**config.mk**
```make
export PLATFORM = sky130hd
export DESIGN_NAME = stream_literal_replace_core
export DESIGN_NICKNAME = d
export VERILOG_FILES = /design/src/sv/slr_pkg.sv /design/src/sv/slr_front.sv /design/src/sv/slr_job_fifo.sv /design/src/sv/slr_back.sv /design/src/sv/stream_literal_replace_core.sv
export SDC_FILE = /design/constraint.sdc
export NUM_CORES = 1
export LEC_CHECK = 0
export BUFFER_PORTS_ARGS = -buffer_cell sky130_fd_sc_hd__buf_2
export CELL_PAD_IN_SITES_DETAIL_PLACEMENT = 1
export CELL_PAD_IN_SITES_GLOBAL_PLACEMENT = 2
export CORE_ASPECT_RATIO = 0.7
export CORE_MARGIN = 8
export CORE_UTILIZATION = 36
export CTS_CLUSTER_SIZE = 8
export DETAILED_ROUTE_END_ITERATION = 8
export PLACE_DENSITY_LB_ADDON = 0.1
export SLEW_MARGIN = 20
export SYNTH_ARGS = -nofsm -noshare
export SYNTH_HDL_FRONTEND = slang
export SYNTH_SLANG_ARGS = --single-unit
```
**constraint.sdc**
```tcl
create_clock -name clk -period 5.75 [get_ports clk]
set_clock_uncertainty 0.05 [all_clocks]
set_input_delay 0.2875 -clock clk [delete_from_list [all_inputs] [get_ports clk]]
set_output_delay 0.2875 -clock clk [all_outputs]
set_load 0.05 [all_outputs]
```
**src/sv/slr_pkg.sv**
```systemverilog
// slr_pkg: shared constants, job type and register codes for the
// streaming literal replace core. No dependencies.
`default_nettype none

package slr_pkg;

  localparam int MaxBytes = 8;   // longest pattern or replacement
  localparam int CntW     = 4;   // holds 0..MaxBytes
  localparam int IdxW     = 3;   // indexes 0..MaxBytes-1
  localparam int QDepth   = 2;   // job queue entries
  localparam int QPtrW    = 1;
  localparam int QCntW    = 2;
  localparam int CfgIdxW  = 8;
  localparam int CfgDataW = 64;

  localparam logic [CfgIdxW-1:0] RegPatLen   = 8'd0;
  localparam logic [CfgIdxW-1:0] RegPatBytes = 8'd1;
  localparam logic [CfgIdxW-1:0] RegRepLen   = 8'd2;
  localparam logic [CfgIdxW-1:0] RegRepBytes = 8'd3;

  typedef logic [MaxBytes-1:0][7:0] slr_bytes_t;

  // one burst of output words caused by a single input word
  typedef struct packed {
    slr_bytes_t            bytes;
    logic [CntW-1:0]       nbytes;  // 1..MaxBytes
    logic                  marker;  // empty end marker, no data
    logic                  done;    // burst closes the string
  } slr_job_t;

  function automatic logic [CntW-1:0] sat_plen(input logic [3:0] v);
    logic [CntW-1:0] r;
    r = v;
    if (v == 4'd0) r = CntW'(1);
    else if (v > 4'(MaxBytes)) r = CntW'(MaxBytes);
    return r;
  endfunction

  function automatic logic [CntW-1:0] sat_rlen(input logic [3:0] v);
    logic [CntW-1:0] r;
    r = v;
    if (v > 4'(MaxBytes)) r = CntW'(MaxBytes);
    return r;
  endfunction

endpackage

`default_nettype wire

```
**src/sv/slr_front.sv**
```systemverilog
// slr_front: accepts input words, keeps the sliding window, matches the
// pattern and posts output bursts as jobs. Holds the config registers. Uses slr_pkg.
`default_nettype none

module slr_front (
  input  wire logic                          clk,
  input  wire logic                          rst_n,
  input  wire logic                          in_valid,
  output logic                               in_ready,
  input  wire logic [7:0]                    in_byte,
  input  wire logic                          in_eos,
  input  wire logic                          cfg_valid,
  output logic                               cfg_ready,
  input  wire logic [slr_pkg::CfgIdxW-1:0]   cfg_index,
  input  wire logic [slr_pkg::CfgDataW-1:0]  cfg_wdata,
  input  wire logic                          q_full,
  output logic                               push,
  output slr_pkg::slr_job_t                  push_job
);

  logic [slr_pkg::CntW-1:0] plen_r, rlen_r;
  slr_pkg::slr_bytes_t      pat_r, rep_r;
  slr_pkg::slr_bytes_t      win_r, win_nxt, win_new;
  logic [slr_pkg::CntW-1:0] win_cnt_r, win_cnt_nxt, cnt_inc;
  logic                     in_fire, cfg_fire, hit, match;

  assign in_ready  = !q_full;
  assign cfg_ready = 1'b1;
  assign in_fire   = in_valid && in_ready;
  assign cfg_fire  = cfg_valid && cfg_ready;

  always_ff @(posedge clk) begin
    if (!rst_n) begin
      plen_r <= slr_pkg::CntW'(1);
      rlen_r <= '0;
      pat_r  <= '0;
      rep_r  <= '0;
    end else if (cfg_fire) begin
      case (cfg_index)
        slr_pkg::RegPatLen:   plen_r <= slr_pkg::sat_plen(cfg_wdata[3:0]);
        slr_pkg::RegPatBytes: pat_r  <= slr_pkg::slr_bytes_t'(cfg_wdata);
        slr_pkg::RegRepLen:   rlen_r <= slr_pkg::sat_rlen(cfg_wdata[3:0]);
        slr_pkg::RegRepBytes: rep_r  <= slr_pkg::slr_bytes_t'(cfg_wdata);
        default: ;
      endcase
    end
  end

  always_comb begin
    win_new = win_r;
    win_new[win_cnt_r[slr_pkg::IdxW-1:0]] = in_byte;
    cnt_inc = win_cnt_r + slr_pkg::CntW'(1);
    hit     = cnt_inc >= plen_r;
    match   = 1'b1;
    for (int i = 0; i < slr_pkg::MaxBytes; i++) begin
      if (slr_pkg::CntW'(i) < plen_r && win_new[i] != pat_r[i]) match = 1'b0;
    end
  end

  always_comb begin
    win_nxt         = win_r;
    win_cnt_nxt     = win_cnt_r;
    push            = 1'b0;
    push_job.bytes  = win_new;
    push_job.nbytes = cnt_inc;
    push_job.marker = 1'b0;
    push_job.done   = in_eos;
    if (in_fire) begin
      win_nxt     = win_new;
      win_cnt_nxt = cnt_inc;
      if (hit && match) begin
        push_job.bytes  = rep_r;
        push_job.nbytes = rlen_r;
        win_cnt_nxt     = '0;
        push            = in_eos || (rlen_r != '0);
        if (rlen_r == '0) begin
          // match deleted at end of string: only the empty marker goes out
          push_job.bytes  = '0;
          push_job.nbytes = slr_pkg::CntW'(1);
          push_job.marker = 1'b1;
        end
      end else if (hit) begin
        for (int i = 0; i < slr_pkg::MaxBytes - 1; i++) win_nxt[i] = win_new[i+1];
        push = 1'b1;
        if (in_eos) begin
          win_cnt_nxt = '0;
        end else begin
          push_job.nbytes = slr_pkg::CntW'(1);
          win_cnt_nxt     = plen_r - slr_pkg::CntW'(1);
        end
      end else if (in_eos) begin
        push        = 1'b1;
        win_cnt_nxt = '0;
      end
    end
    if (cfg_fire && cfg_index == slr_pkg::RegPatLen) win_cnt_nxt = '0;
  end

  always_ff @(posedge clk) begin
    win_r <= win_nxt;
  end

  always_ff @(posedge clk) begin
    if (!rst_n) win_cnt_r <= '0;
    else        win_cnt_r <= win_cnt_nxt;
  end

`ifndef ASSERT_OFF
  a_win_below_plen: assert property (@(posedge clk) disable iff (!rst_n)
    win_cnt_r < plen_r)
    else $error("window holds a full pattern length");
  a_eos_clears: assert property (@(posedge clk) disable iff (!rst_n)
    in_fire && in_eos |=> win_cnt_r == '0)
    else $error("window not empty after end of string");
`endif

endmodule

`default_nettype wire

```
**src/sv/slr_job_fifo.sv**
```systemverilog
// slr_job_fifo: short queue of output bursts between front and back.
// Uses slr_pkg for the job type and depth.
`default_nettype none

module slr_job_fifo (
  input  wire logic              clk,
  input  wire logic              rst_n,
  input  wire logic              push,
  input  wire slr_pkg::slr_job_t push_job,
  input  wire logic              pop,
  output slr_pkg::slr_job_t      head,
  output logic                   empty,
  output logic                   full
);

  slr_pkg::slr_job_t         mem [slr_pkg::QDepth];
  logic [slr_pkg::QPtrW-1:0] wr_ptr_r, rd_ptr_r;
  logic [slr_pkg::QCntW-1:0] cnt_r;

  assign empty = cnt_r == '0;
  assign full  = cnt_r == slr_pkg::QCntW'(slr_pkg::QDepth);
  assign head  = mem[rd_ptr_r];

  always_ff @(posedge clk) begin
    if (push) mem[wr_ptr_r] <= push_job;
  end

  always_ff @(posedge clk) begin
    if (!rst_n) begin
      wr_ptr_r <= '0;
      rd_ptr_r <= '0;
      cnt_r    <= '0;
    end else begin
      if (push) wr_ptr_r <= wr_ptr_r + slr_pkg::QPtrW'(1);
      if (pop)  rd_ptr_r <= rd_ptr_r + slr_pkg::QPtrW'(1);
      cnt_r <= cnt_r + slr_pkg::QCntW'(push) - slr_pkg::QCntW'(pop);
    end
  end

`ifndef ASSERT_OFF
  a_no_overrun: assert property (@(posedge clk) disable iff (!rst_n)
    !(push && full) && !(pop && empty))
    else $error("job queue over- or underrun");
`endif

endmodule

`default_nettype wire

```
**src/sv/slr_back.sv**
```systemverilog
// slr_back: walks the head job one word per cycle into the output register
// while it is empty or out_ready is high. Uses slr_pkg for the job type.
`default_nettype none

module slr_back (
  input  wire logic              clk,
  input  wire logic              rst_n,
  input  wire slr_pkg::slr_job_t head,
  input  wire logic              empty,
  output logic                   pop,
  output logic                   out_valid,
  input  wire logic              out_ready,
  output logic [7:0]             out_byte,
  output logic                   out_bvalid,
  output logic                   out_lor,
  output logic                   out_done
);

  logic [slr_pkg::IdxW-1:0] idx_r, idx_nxt;
  logic                     out_valid_r, out_valid_nxt;
  logic [7:0]               out_byte_r;
  logic                     out_bvalid_r, out_lor_r, out_done_r;
  logic                     load, last;

  assign load = !out_valid_r || out_ready;
  assign last = {1'b0, idx_r} == (head.nbytes - slr_pkg::CntW'(1));
  assign pop  = load && !empty && last;

  always_comb begin
    out_valid_nxt = out_valid_r;
    idx_nxt       = idx_r;
    if (load) begin
      out_valid_nxt = !empty;
      if (!empty) idx_nxt = last ? '0 : idx_r + slr_pkg::IdxW'(1);
    end
  end

  always_ff @(posedge clk) begin
    if (!rst_n) begin
      out_valid_r <= 1'b0;
      idx_r       <= '0;
    end else begin
      out_valid_r <= out_valid_nxt;
      idx_r       <= idx_nxt;
    end
  end

  always_ff @(posedge clk) begin
    if (load && !empty) begin
      out_byte_r   <= head.bytes[idx_r];
      out_bvalid_r <= !head.marker;
      out_lor_r    <= last;
      out_done_r   <= last && head.done;
    end
  end

  assign out_valid  = out_valid_r;
  assign out_byte   = out_byte_r;
  assign out_bvalid = out_bvalid_r;
  assign out_lor    = out_lor_r;
  assign out_done   = out_done_r;

`ifndef ASSERT_OFF
  a_idx_in_burst: assert property (@(posedge clk) disable iff (!rst_n)
    !empty |-> {1'b0, idx_r} < head.nbytes)
    else $error("burst index past end of job");
`endif

endmodule

`default_nettype wire

```
**src/sv/stream_literal_replace_core.sv**
```systemverilog
// stream_literal_replace_core: top level of the streaming literal replace.
// Instantiates slr_front, slr_job_fifo and slr_back; uses slr_pkg.
//
//  channel | dir | tdata / payload         | tuser                      | tlast
//  in_     | in  | [7:0] data byte         | -                          | end of string
//  out_    | out | [7:0] output byte       | [0] byte valid, [1] last   | string done
//          |     |                         |     word of input's burst  |
//  cfg_    | in  | cfg_index, cfg_wdata    | -                          | -
//
// An input word is matched in the cycle it is accepted; its burst of 0..8
// output words leaves the back end one per cycle while out_tready is high, via a
// two-entry job queue. Sustained rate is one word per cycle while each input
// word yields at most one output word and out_tready stays high; longer bursts
// hold in_tready low once the queue fills. The job queue feeds the output register.
// Reset (rst_n low, synchronous) empties window, queue and output register.
`default_nettype none

module stream_literal_replace_core (
  input  wire logic                          clk,
  input  wire logic                          rst_n,
  input  wire logic                          in_tvalid,
  output logic                               in_tready,
  input  wire logic [7:0]                    in_tdata,   // [7:0] data_byte
  input  wire logic                          in_tlast,
  output logic                               out_tvalid,
  input  wire logic                          out_tready,
  output logic [7:0]                         out_tdata,  // [7:0] out_byte
  output logic [1:0]                         out_tuser,  // [0] byte_valid, [1] last_of_run
  output logic                               out_tlast,
  input  wire logic                          cfg_valid,
  output logic                               cfg_ready,
  input  wire logic [slr_pkg::CfgIdxW-1:0]   cfg_index,
  input  wire logic [slr_pkg::CfgDataW-1:0]  cfg_wdata
);

  logic              push, pop, q_empty, q_full;
  slr_pkg::slr_job_t push_job, head;

  slr_front u_front (
    .clk       (clk),
    .rst_n     (rst_n),
    .in_valid  (in_tvalid),
    .in_ready  (in_tready),
    .in_byte   (in_tdata),
    .in_eos    (in_tlast),
    .cfg_valid (cfg_valid),
    .cfg_ready (cfg_ready),
    .cfg_index (cfg_index),
    .cfg_wdata (cfg_wdata),
    .q_full    (q_full),
    .push      (push),
    .push_job  (push_job)
  );

  slr_job_fifo u_fifo (
    .clk      (clk),
    .rst_n    (rst_n),
    .push     (push),
    .push_job (push_job),
    .pop      (pop),
    .head     (head),
    .empty    (q_empty),
    .full     (q_full)
  );

  slr_back u_back (
    .clk        (clk),
    .rst_n      (rst_n),
    .head       (head),
    .empty      (q_empty),
    .pop        (pop),
    .out_valid  (out_tvalid),
    .out_ready  (out_tready),
    .out_byte   (out_tdata),
    .out_bvalid (out_tuser[0]),
    .out_lor    (out_tuser[1]),
    .out_done   (out_tlast)
  );

endmodule

`default_nettype wire
```
==> impl_metrics.sql <==
INSERT INTO impl_metrics (metric_group, metric, value, unit) VALUES
('yosys', 'top_area_cell_type_share_of_the_netlist_area', '0.362', ''),
('flow_run', 'cap_viol_max_count', '0', ''),
('worst_hold_path', 'kind_of_path_behind_the_tightest_hold_check', 'input port to flip-flop', ''),
('clock_tree', 'root_buffer', 'clkbuf_16', ''),
('pwr', 'power-per-cell-area', '426', 'nW/um^2'),
('clock_tree', 'cts.reportedPaths.clkPinSlew', '50', 'ps'),
('timing', 'hold_viol', '0', ''),
('routing', 'vias', '14900', ''),
('routing', 'viasPerCell', '5.70', ''),
('worst_setup_path', 'cell_chain_of_the_critical_path', 'nor3b_2 -> nand2_1 -> a32o_1 -> or4_1 -> or3_4 -> o41a_1 -> o31ai_4 -> buf_12 -> mux2i_2 -> o221a_1', ''),
('worst_setup_path', 'criticalPathCategory', 'flip-flop to flip-flop', ''),
('layout', 'multi_input_comb_area', '7630', 'sq um'),
('pwr', 'p_leak', '7.30', 'nW'),
('worst_setup_path', 'worst_setup_path_end_kind', 'flip-flop', ''),
('yosys', 'synth_top_area_cell', 'edfxtp_1', ''),
('yosys', 'number_of_flops_mapped_to_enable_cells_by_yosys', '215', ''),
('timing', 'worst-slew-pin-transition', '1010', 'ps'),
('worst_setup_path', 'cp_slowest_stage_delay', '690', 'ps'),
('pwr', 'worst_supply_voltage_drop_on_vdd', '0.289', 'mV'),
('layout', 'layout.filler_cells', '5465', ''),
('die', 'core-area', '49100', 'sq um'),
('timing', 'final_period_minus_worst_setup_slack', '5070', 'ps'),
('global_route', 'vias_in_the_first_global_route', '15200', ''),
('global_route', 'grt_first_pass_wirelength', '101000', 'microns'),
('yosys', 'portion_of_the_post_synthesis_area_used_by_sequential_elements', '0.529', ''),
('clock_tree', 'ctsLongestPathBuffers', '3', ''),
('yosys', 'netlist_instances', '1774', ''),
('yosys', 'average_size_of_a_mapped_cell', '10.1', 'sq um'),
('yosys', 'synth-simple-area-share', '0.134', ''),
('timing', 'finalSetupViolCount', '0', ''),
('die', 'placementRows', '68', ''),
('yosys', 'ys.warnings.count', '0', ''),
('pwr', 'fin_total_pwr', '0.00903', 'W'),
('placed_design', 'finalWeightedCongestion', '0.862', ''),
('worst_setup_path', 'cp_num_buf_inv', '1', ''),
('yosys', 'synth_area', '17800', 'sq um'),
('worst_setup_path', 'worst-path-max-fanout', '45', ''),
('yosys', 'syn-num-nets', '1873', ''),
('yosys', 'synth.area.top_cells', 'edfxtp_1 (36%), dfxtp_1 (17%), a21oi_1 (7.8%)', ''),
('layout', 'seq_area', '9440', 'sq um'),
('routing', 'detail_route.drc_violations', '0', ''),
('timing', 'timing.slew.headroom', '0.328', ''),
('routing', 'drt_pre_antenna_iters', '5', ''),
('timing', 'maximum_clock_rate', '197', 'MHz'),
('global_route', 'largest_net_degree_at_the_start_of_global_routing', '81', ''),
('die', 'dieArea', '57000', 'sq um'),
('layout', 'design.final.nets', '2004', ''),
('die', 'die_width', '282', 'microns'),
('pwr', 'comb_power_share', '0.260', ''),
('clock_tree', 'clock_tree.htree_level_count', '2', ''),
('yosys', 'synth_mux_area_frac', '0.0806', ''),
('layout', 'layout.cells.most_common_list', 'nand2_1 (318), a21oi_1 (278), edfxtp_1 (215)', ''),
('clock_tree', 'tritoncts', 'yes', ''),
('layout', 'fraction_of_layout_cells_with_a_size_suffix_above_1', '0.144', ''),
('die', 'start_util', '0.363', ''),
('status', 'outcome', 'completed', ''),
('pwr', 'power.net_switching', '0.00301', 'W'),
('routing', 'postRouteWirelength', '68600', 'microns'),
('pwr', 'p_int', '0.00603', 'W'),
('worst_setup_path', 'startpoint_type', 'flip-flop', ''),
('timing', 'unrepaired_setup_endpoints_after_global_routing', 'no', ''),
('yosys', 'synth-async-reset-ratio', '0', ''),
('layout', 'antenna_cells_inserted', '0', ''),
('timing', 'slew_violations', '0', ''),
('pwr', 'power_share_of_the_clock_group', '0.319', ''),
('yosys', 'synth_compound_area_frac', '0.178', ''),
('pwr', 'switching_share', '0.333', ''),
('die', 'die_height', '202', 'microns'),
('clock_tree', 'clkSinkCount', '364', ''),
('yosys', 'dominant_synthesized_flop_cell', 'edfxtp_1', ''),
('worst_setup_path', 'worst_ep_required_time', '6140', 'ps');
per-stage QoR:
stage,instance area (sq um),utilization,instances,hold WS (ps)
detailed placement,19000,0.388,2450,403
finish,21200,0.432,2609,188
floorplan,17800,-,1774,329
global route,21200,0.432,2609,206
global placement,19000,0.388,2450,396
CTS,21200,0.432,2609,150
final cells by class:
cell class | count | area share
clock buffer | 91 | 0.0697
multi-input combinational | 1215 | 0.360
tap | 665 | 0.0392
inverter | 60 | 0.0107
clock inverter | 1 | 0.000944
timing repair buffer | 213 | 0.0741
sequential | 364 | 0.445
tightest hold or removal path, cell delays in order:
cell and delay [ps]:
buf_2 180, nor2b_1 150, nand2_1 90, a21oi_1 50
state kept, by name (all words and copies together), names as in the netlist, named ones only:
signal / count
u_back.out_lor: 1
u_back.out_done: 1
u_front.rlen_r: 4
u_fifo.cnt_r: 2
u_back.out_bvalid: 1
u_front.win_cnt_r: 4
u_front.win_r: 64
u_back.idx_r: 3
u_front.rep_r: 64
u_back.out_valid: 1
u_fifo.mem: 140
u_front.pat_r: 64
u_back.out_byte: 8
u_fifo.rd_ptr_r: 1
u_fifo.wr_ptr_r: 1
u_front.plen_r: 4
path summary, 6_finish.rpt:
check,slack [ps],startpoint,depth (start not counted),to
worst max-delay path,680,u_front.win_cnt_r[2],10,u_front.win_r[31]
worst min-delay path,190,cfg_index[0],4,u_front.plen_r[1]
worst max register to register,680,u_front.win_cnt_r[2],10,u_front.win_r[31]
worst min register to register,410,u_front.rep_r[14],2,u_front.rep_r[14]
repair_timing:
item                       4_1_cts  5_1_grt
hold buffers                    67        0
buffers inserted                 0        0
hold endpoints to repair       132        0
setup endpoints to repair        0        0
kinds of logic after synthesis:
kind of cell | after synthesis
flip-flops | 364
buffers and inverters | 195
AO/OA/AOI/OAI | 516
adder cells (fa/ha/maj) | 13
multiplexers | 92
AND/OR/NAND/NOR | 544
other | 1
XOR/XNOR | 49
Yosys cell counts, drive strengths merged, types with 7 or more instances:
library cell    n
nand3          11
edfxtp        215
nor2b          20
o221ai          9
ha             13
nand3b         27
or2             8
a21oi         278
a32oi          26
nand2         319
xnor2          34
inv            59
o22ai          22
o21a           25
nor3           10
buf            36
clkbuf         99
mux2i          51
nand4           7
o211ai          7
o21ai          62
nor2          103
xor2           15
dfxtp         149
a31oi          19
nand2b         10
o221a          24
mux4           40
power by group through the flow:
stage / logic, W / registers (W) / clock network (W)
2_1_floorplan: 0.00139 / 0.00380 / 0
3_3_place_gp: 0.00226 / 0.00384 / 0
3_5_place_dp: 0.00229 / 0.00385 / 0
4_1_cts: 0.00233 / 0.00380 / 0.00294
5_1_grt: 0.00250 / 0.00385 / 0.00305
6_report: 0.00235 / 0.00381 / 0.00288
per-layer routing:
layer	GRT usage	part of all wire
met1	0.355	0.48
met2	0.332	0.41
met3	0.0557	0.082
met4	0.0716	0.027
met5	0	0.00017
No activity file was read; power rests on OpenSTA's default activity.
